`config.mk`:
```
export PLATFORM = sky130hd
export DESIGN_NAME = pfla_ctrl
export DESIGN_NICKNAME = d
export VERILOG_FILES = /design/src/pfla_pkg.sv /design/src/pfla_ctrl.sv
export SDC_FILE = /design/constraint.sdc
export NUM_CORES = 1
export LEC_CHECK = 0
export ABC_AREA = 1
export BUFFER_PORTS_ARGS = -buffer_cell sky130_fd_sc_hd__buf_2
export CORE_AREA = 2 2 39 41
export DETAILED_ROUTE_END_ITERATION = 10
export DIE_AREA = 0 0 41 43
export PLACE_DENSITY = 0.56
export SLEW_MARGIN = 5
export SYNTH_ARGS = -nofsm -noshare
export SYNTH_HDL_FRONTEND = slang
export SYNTH_SLANG_ARGS = --single-unit
```
`constraint.sdc`:
```
create_clock -name clock -period 2 [get_ports clock]
set_clock_uncertainty 0.1 [all_clocks]
set_input_delay 0.1 -clock clock [delete_from_list [all_inputs] [get_ports clock]]
set_output_delay 0.1 -clock clock [all_outputs]
set_load 0.01 [all_outputs]
```
`src/pfla_pkg.sv`:
```
// Shared types, codes and sizes of the page free list allocator.
// No dependencies; used by every module of the block.
`default_nettype none

package pfla_pkg;

   localparam int ADDR_W     = 32;
   localparam int PAGE_BYTES = 4096;
   localparam int MAX_PAGES  = 4096;
   localparam int PAGE_SHIFT = $clog2(PAGE_BYTES);
   localparam int PN_W       = ADDR_W - PAGE_SHIFT;
   localparam int IDX_W      = $clog2(MAX_PAGES);
   localparam int CNT_W      = 13;
   localparam int FUNC_W     = 2;
   localparam int STATUS_W   = 3;
   localparam int CSR_IDX_W  = 2;
   localparam int WIDE_W     = ADDR_W + 2;

   localparam logic [CNT_W-1:0] COUNT_SAT = {CNT_W{1'b1}};
   localparam logic [ADDR_W-1:0] LIMIT_RESET = ADDR_W'(32'hFFFF_F000);

   localparam logic [FUNC_W-1:0] FUNC_INIT  = 2'd0;
   localparam logic [FUNC_W-1:0] FUNC_ALLOC = 2'd1;
   localparam logic [FUNC_W-1:0] FUNC_FREE  = 2'd2;

   localparam logic [STATUS_W-1:0] ST_OK        = 3'd0;
   localparam logic [STATUS_W-1:0] ST_NOT_READY = 3'd1;
   localparam logic [STATUS_W-1:0] ST_EMPTY     = 3'd2;
   localparam logic [STATUS_W-1:0] ST_REJECTED  = 3'd3;
   localparam logic [STATUS_W-1:0] ST_TOO_SMALL = 3'd4;

   localparam logic [CSR_IDX_W-1:0] CSR_ARENA_LOW  = 2'd0;
   localparam logic [CSR_IDX_W-1:0] CSR_ARENA_HIGH = 2'd1;
   localparam logic [CSR_IDX_W-1:0] CSR_ID_LIMIT   = 2'd2;

   typedef struct packed {
      logic [FUNC_W-1:0] func;
      logic [ADDR_W-1:0] page_address;
   } req_type;

   typedef struct packed {
      logic [STATUS_W-1:0] status;
      logic [ADDR_W-1:0]   given_page;
      logic [CNT_W-1:0]    free_count;
      logic [CNT_W-1:0]    total_count;
   } rsp_type;

   typedef struct packed {
      logic                load;
      logic                init_setup;
      logic                init_clear;
      logic                fill_write;
      logic                pop;
      logic                push;
      logic                respond;
      logic [STATUS_W-1:0] rsp_status;
   } dp_cmd_type;

   typedef struct packed {
      logic [FUNC_W-1:0] func;
      logic              ready;
      logic              head_zero;
      logic              init_too_small;
      logic              init_empty;
      logic              free_ok;
      logic              fill_last;
   } dp_status_type;

endpackage

`default_nettype wire

```
`src/pfla_ctrl.sv`:
```
// Controller of the page free list allocator: sequences each word.
// Depends on pfla_pkg; drives the commands of pfla_datapath.
`default_nettype none

module pfla_ctrl (
   input  wire logic                   clock,
   input  wire logic                   reset,
   input  wire logic                   start,
   output logic                        busy,
   output logic                        rsp_valid,
   input  wire pfla_pkg::dp_status_type status,
   output pfla_pkg::dp_cmd_type        cmd
);

   typedef enum logic [1:0] {
      S_IDLE,
      S_EXEC,
      S_FILL
   } state_type;

   state_type state_ff;
   state_type state_in;
   logic      rsp_valid_ff;

   always_comb begin
      state_in = state_ff;
      cmd      = '0;
      unique case (state_ff)
         S_IDLE: begin
            if (start) begin
               cmd.load = 1'b1;
               state_in = S_EXEC;
            end
         end
         S_EXEC: begin
            state_in    = S_IDLE;
            cmd.respond = 1'b1;
            unique case (status.func)
               pfla_pkg::FUNC_INIT: begin
                  priority if (status.init_too_small) begin
                     cmd.rsp_status = pfla_pkg::ST_TOO_SMALL;
                  end else if (status.init_empty) begin
                     cmd.init_clear = 1'b1;
                     cmd.rsp_status = pfla_pkg::ST_TOO_SMALL;
                  end else begin
                     cmd.init_setup = 1'b1;
                     cmd.respond    = 1'b0;
                     state_in       = S_FILL;
                  end
               end
               pfla_pkg::FUNC_ALLOC: begin
                  priority if (!status.ready) begin
                     cmd.rsp_status = pfla_pkg::ST_NOT_READY;
                  end else if (status.head_zero) begin
                     cmd.rsp_status = pfla_pkg::ST_EMPTY;
                  end else begin
                     cmd.pop        = 1'b1;
                     cmd.rsp_status = pfla_pkg::ST_OK;
                  end
               end
               pfla_pkg::FUNC_FREE: begin
                  priority if (!status.ready) begin
                     cmd.rsp_status = pfla_pkg::ST_NOT_READY;
                  end else if (!status.free_ok) begin
                     cmd.rsp_status = pfla_pkg::ST_REJECTED;
                  end else begin
                     cmd.push       = 1'b1;
                     cmd.rsp_status = pfla_pkg::ST_OK;
                  end
               end
               default: begin
                  cmd.rsp_status = pfla_pkg::ST_OK;
               end
            endcase
         end
         S_FILL: begin
            cmd.fill_write = 1'b1;
            if (status.fill_last) begin
               cmd.respond    = 1'b1;
               cmd.rsp_status = pfla_pkg::ST_OK;
               state_in       = S_IDLE;
            end
         end
         default: begin
            state_in = S_IDLE;
         end
      endcase
   end

   always_ff @(posedge clock) begin
      if (reset) begin
         state_ff     <= S_IDLE;
         rsp_valid_ff <= 1'b0;
      end else begin
         state_ff     <= state_in;
         rsp_valid_ff <= cmd.respond;
      end
   end

   assign busy      = (state_ff != S_IDLE);
   assign rsp_valid = rsp_valid_ff;

endmodule

`default_nettype wire

```
**Word-level counts from Yosys, hierarchy flattened**

Cells that the tools add are included.

- Equality and inequality tests: 6
- Multiplexer cells: 32
- Reductions and logical operators: 4

Operators with widths:

| operator | count |
|---|---|
| $mux W2 | 11 |
| $mux W1 | 13 |
| $mux W3 | 4 |
| $pmux W3 S3 | 1 |
| $pmux W4 S2 | 1 |
| $pmux W2 S3 | 1 |
| $eq A2 B1 Y1 const B | 2 |
| $eq A2 B2 Y1 const B | 2 |
| $logic_not A2 Y1 | 2 |
| $mux W4 | 1 |
| $ne A2 B2 Y1 const B | 2 |
| $reduce_and A2 Y1 | 1 |
| $reduce_bool A2 Y1 | 1 |

- Register bits: 3
- Input bits: 11
- Output and inout bits: 12
- Logic and storage cells: 44

**Longest topological paths before layout**

- Word-level depth: 4
- Mapped depth: 7
- Gate-level depth less buffers: 7

**Worst setup path before layout**

Ideal clock, no wire load.

- Path kind: reg-to-output
- From: reg state_ff[0]
- To: out cmd[1] (netlist bit)
- Arrival: 1.014 ns
- Data required time: 1.800 ns
- Slack: 0.786 ns
- Cell stages (with the launch flop): 7
- Buffers on the path: 0
- Cells stage by stage: dfxtp_1 > inv_1 > ha_1 > nand2_1 > inv_1 > nand2_1 > a21oi_2

RTL lines:

| what | RTL line | source |
|---|---|---|
| start: declaration | pfla_ctrl.sv:21 | `state_type state_ff;` |
| start signal: assignment | pfla_ctrl.sv:95 | `state_ff <= state_in;` |
| end: declaration | pfla_ctrl.sv:12 | `output pfla_pkg::dp_cmd_type cmd` |

==> impl_metrics.tcl <==
set metrics [dict create \
    antenna_found_initial 0 \
    r2r-end "rsp_valid" \
    fp.dieW_um 41 \
    setup_viol 0 \
    min_path_type "input pin to register" \
    synth_area_per_cell_um2 6.21 \
    vdd_drop_max_mv 0.274 \
    grt_pass1_wl_um 1230 \
    syn2layout_area_growth_pct 45.7 \
    met3_length_um 80 \
    crit_type "register to output port" \
    cts_tree "built" \
    top_layer "met3" \
    vias 397 \
    startpoint "state_ff[0]" \
    synth_seq_cells 3 \
    core-area_um2 1380 \
    period_needed_ns 1.58 \
    syn_inst 56 \
    gr-total-overflow 0 \
    nNetsFinal 98 \
    worst_slack_ns 0.420 \
    synth_nets 71 \
    grt.total_usage 0.100 \
    dp_hpwl_um 639 \
    place_congestion 0.721 \
    max_slew.worst_pin.slew_ns 0.217 \
    clk_path_buf_depth 2 \
    wl_met2_um 293 \
    cp-start-kind "register" \
    slew_headroom 0.854 \
    portBuffers 22 \
    ys_warn_count 0 \
    seq_area_frac_synth 0.173 \
    placed_area_um2 470 \
    grt_max_degree 5 \
    critPathMaxFanout 3 \
    start_util 0.251 \
    cts_setup_buffers 0 \
    drc 0 \
    reg2reg_from "state_ff[0]" \
    min_from "status[0]" \
    status "finished, final reports clean" \
    crit_path_end "cmd[3]" \
    reg2reg_depth 6 \
    cts.clk_slew.worst_paths_ns 0.04 \
    critPathRequiredTime_ns 1.80 \
    cts_sinks 3 \
    clock_latency_ns 0.23 \
    drt_pre_antenna_iters 3 \
    htree_levels 1 \
    drv_cap 0 \
    fp.dieH_um 43 \
    viasPerCell 4.05 \
    slew_viol_final 0 \
    drt.antenna.violating_nets 0 \
    cp_data_arrival_time_ns 1.38 \
    fillers 167 \
    power.density_nw_per_um2 611 \
    numCtsBuffers 3 \
    routed_wirelength_um 707 \
    leakage_nw 0.303 \
    r2r_slack_ns 0.76 \
    wl_met1_um 333 \
    first_global_vias 334 \
    period_share 0.790 \
    root_buffer "clkbuf_4" \
    place_ws_ns 0.641 \
    placementRows 14 \
    fin_setup_tns_ns 0 \
    initialDrtViolationCount 7 \
    rsz0062_at_grt "no" \
    die_area_um2 1760 \
    finalHoldViolCount 0 \
    cp-end-kind "output port" \
    cts_resized 0 \
    synth_cell_type_count 16 \
    io-pin-count 23 \
    drive_gt1_frac 0.427 \
    routedWlPerCell_um 7.21 \
    synthesis.area_um2 348 \
    fmax_ghz 0.633 \
    antenna_cells 0 \
    fin_area_um2 507 \
]
synth_stat cells:
master,count,area share
a21oi_1,2,0.029
nand2_1,15,0.16
ha_1,4,0.14
nor2_2,3,0.054
nor2_1,4,0.043
nand3_1,2,0.029
nand2_2,2,0.036
nor3b_2,1,0.036
nor2_4,1,0.032
o21ai_1,1,0.014
dfxtp_1,3,0.17
a21oi_2,2,0.050
inv_2,1,0.011
buf_4,1,0.022
nor4_1,2,0.036
inv_1,12,0.13
critical path: stages (launching register included):
cell     delay [ns]
dfxtp_1        0.35
inv_1          0.09
ha_1           0.31
nand2_1        0.10
inv_1          0.05
nand2_1        0.08
nand2_1        0.05
buf_2          0.13
timing repair:
item                                    in CTS  in global routing
endpoints found under the hold margin        2                  0
endpoints found under the setup margin       0                  0
hold buffers                                 1                  0
state kept, by name, indices dropped and copies added (netlist names):
name       count
state_ff       2
rsp_valid      1
stage by stage:
| step | util | hold slack [ns] | cells | total power (W) |
|---|---|---|---|---|
| detailed placement | 0.340 | 0.199 | 93 | 0.000208 |
| floorplan | - | 0.0691 | 56 | 0.000163 |
| global route | 0.366 | 0.120 | 98 | 0.000348 |
| CTS | 0.366 | 0.0899 | 98 | 0.000319 |
| global placement | 0.340 | 0.197 | 93 | 0.000206 |
| finish | 0.366 | 0.0908 | 98 | 0.000310 |
placed cells by master (no fill, tap or decap):
master / instances
a21oi_1: 2
inv_2: 1
clkbuf_4: 3
nor3b_2: 1
dfxtp_1: 3
nand2_2: 2
nor2_4: 1
ha_1: 4
nand2_1: 15
nor2_2: 3
nor4_1: 2
nand3_1: 2
a21oi_2: 2
nor2_1: 4
dlygate4sd3_1: 1
o21ai_1: 1
clkbuf_1: 1
inv_1: 12
buf_2: 22
kinds of logic (layout without fill, tap and decap cells):
kind of cell / Yosys count / in the layout / share of synthesized area
AO/OA/AOI/OAI: 5 / 5 / 0.0935
AND/OR/NAND/NOR: 30 / 30 / 0.428
flip-flops: 3 / 3 / 0.173
adder cells (fa/ha/maj): 4 / 4 / 0.144
buffers and inverters: 14 / 40 / 0.162
where the power goes:
part | internal [W] | switching (W) | total [W]
clock | 0.0000746 | 0.0000293 | 0.000104
sequential | 0.0000688 | 0.00000463 | 0.0000734
combinational | 0.0000546 | 0.0000778 | 0.000132
total | 0.000198 | 0.000112 | 0.000310
area by class of cell:
cell class | instances | area (um2) | share of cell area
repair buffers | 23 | 120 | 0.237
well taps | 16 | 20.0 | 0.0395
inverters | 13 | 48.8 | 0.0963
clock buffers | 4 | 26.3 | 0.0519
multi-input cells | 39 | 231 | 0.457
flip-flops and latches | 3 | 60.1 | 0.119
worst min-delay path by stage:
stage | cells past startpoint | endpoint
2_1_floorplan | 1 | rsp_valid
3_3_place_gp | 2 | state_ff[0]
3_5_place_dp | 2 | rsp_valid
4_1_cts | 3 | rsp_valid
5_1_grt | 3 | rsp_valid
6_report | 3 | rsp_valid
per-layer routing:
layer  global-route usage  vias up
met2                0.141       20
met4               0.0200        0
li1                     -      222
met5                    0        -
met1                0.128      155
met3               0.0628        0
Power figures use the tool's default switching activity.
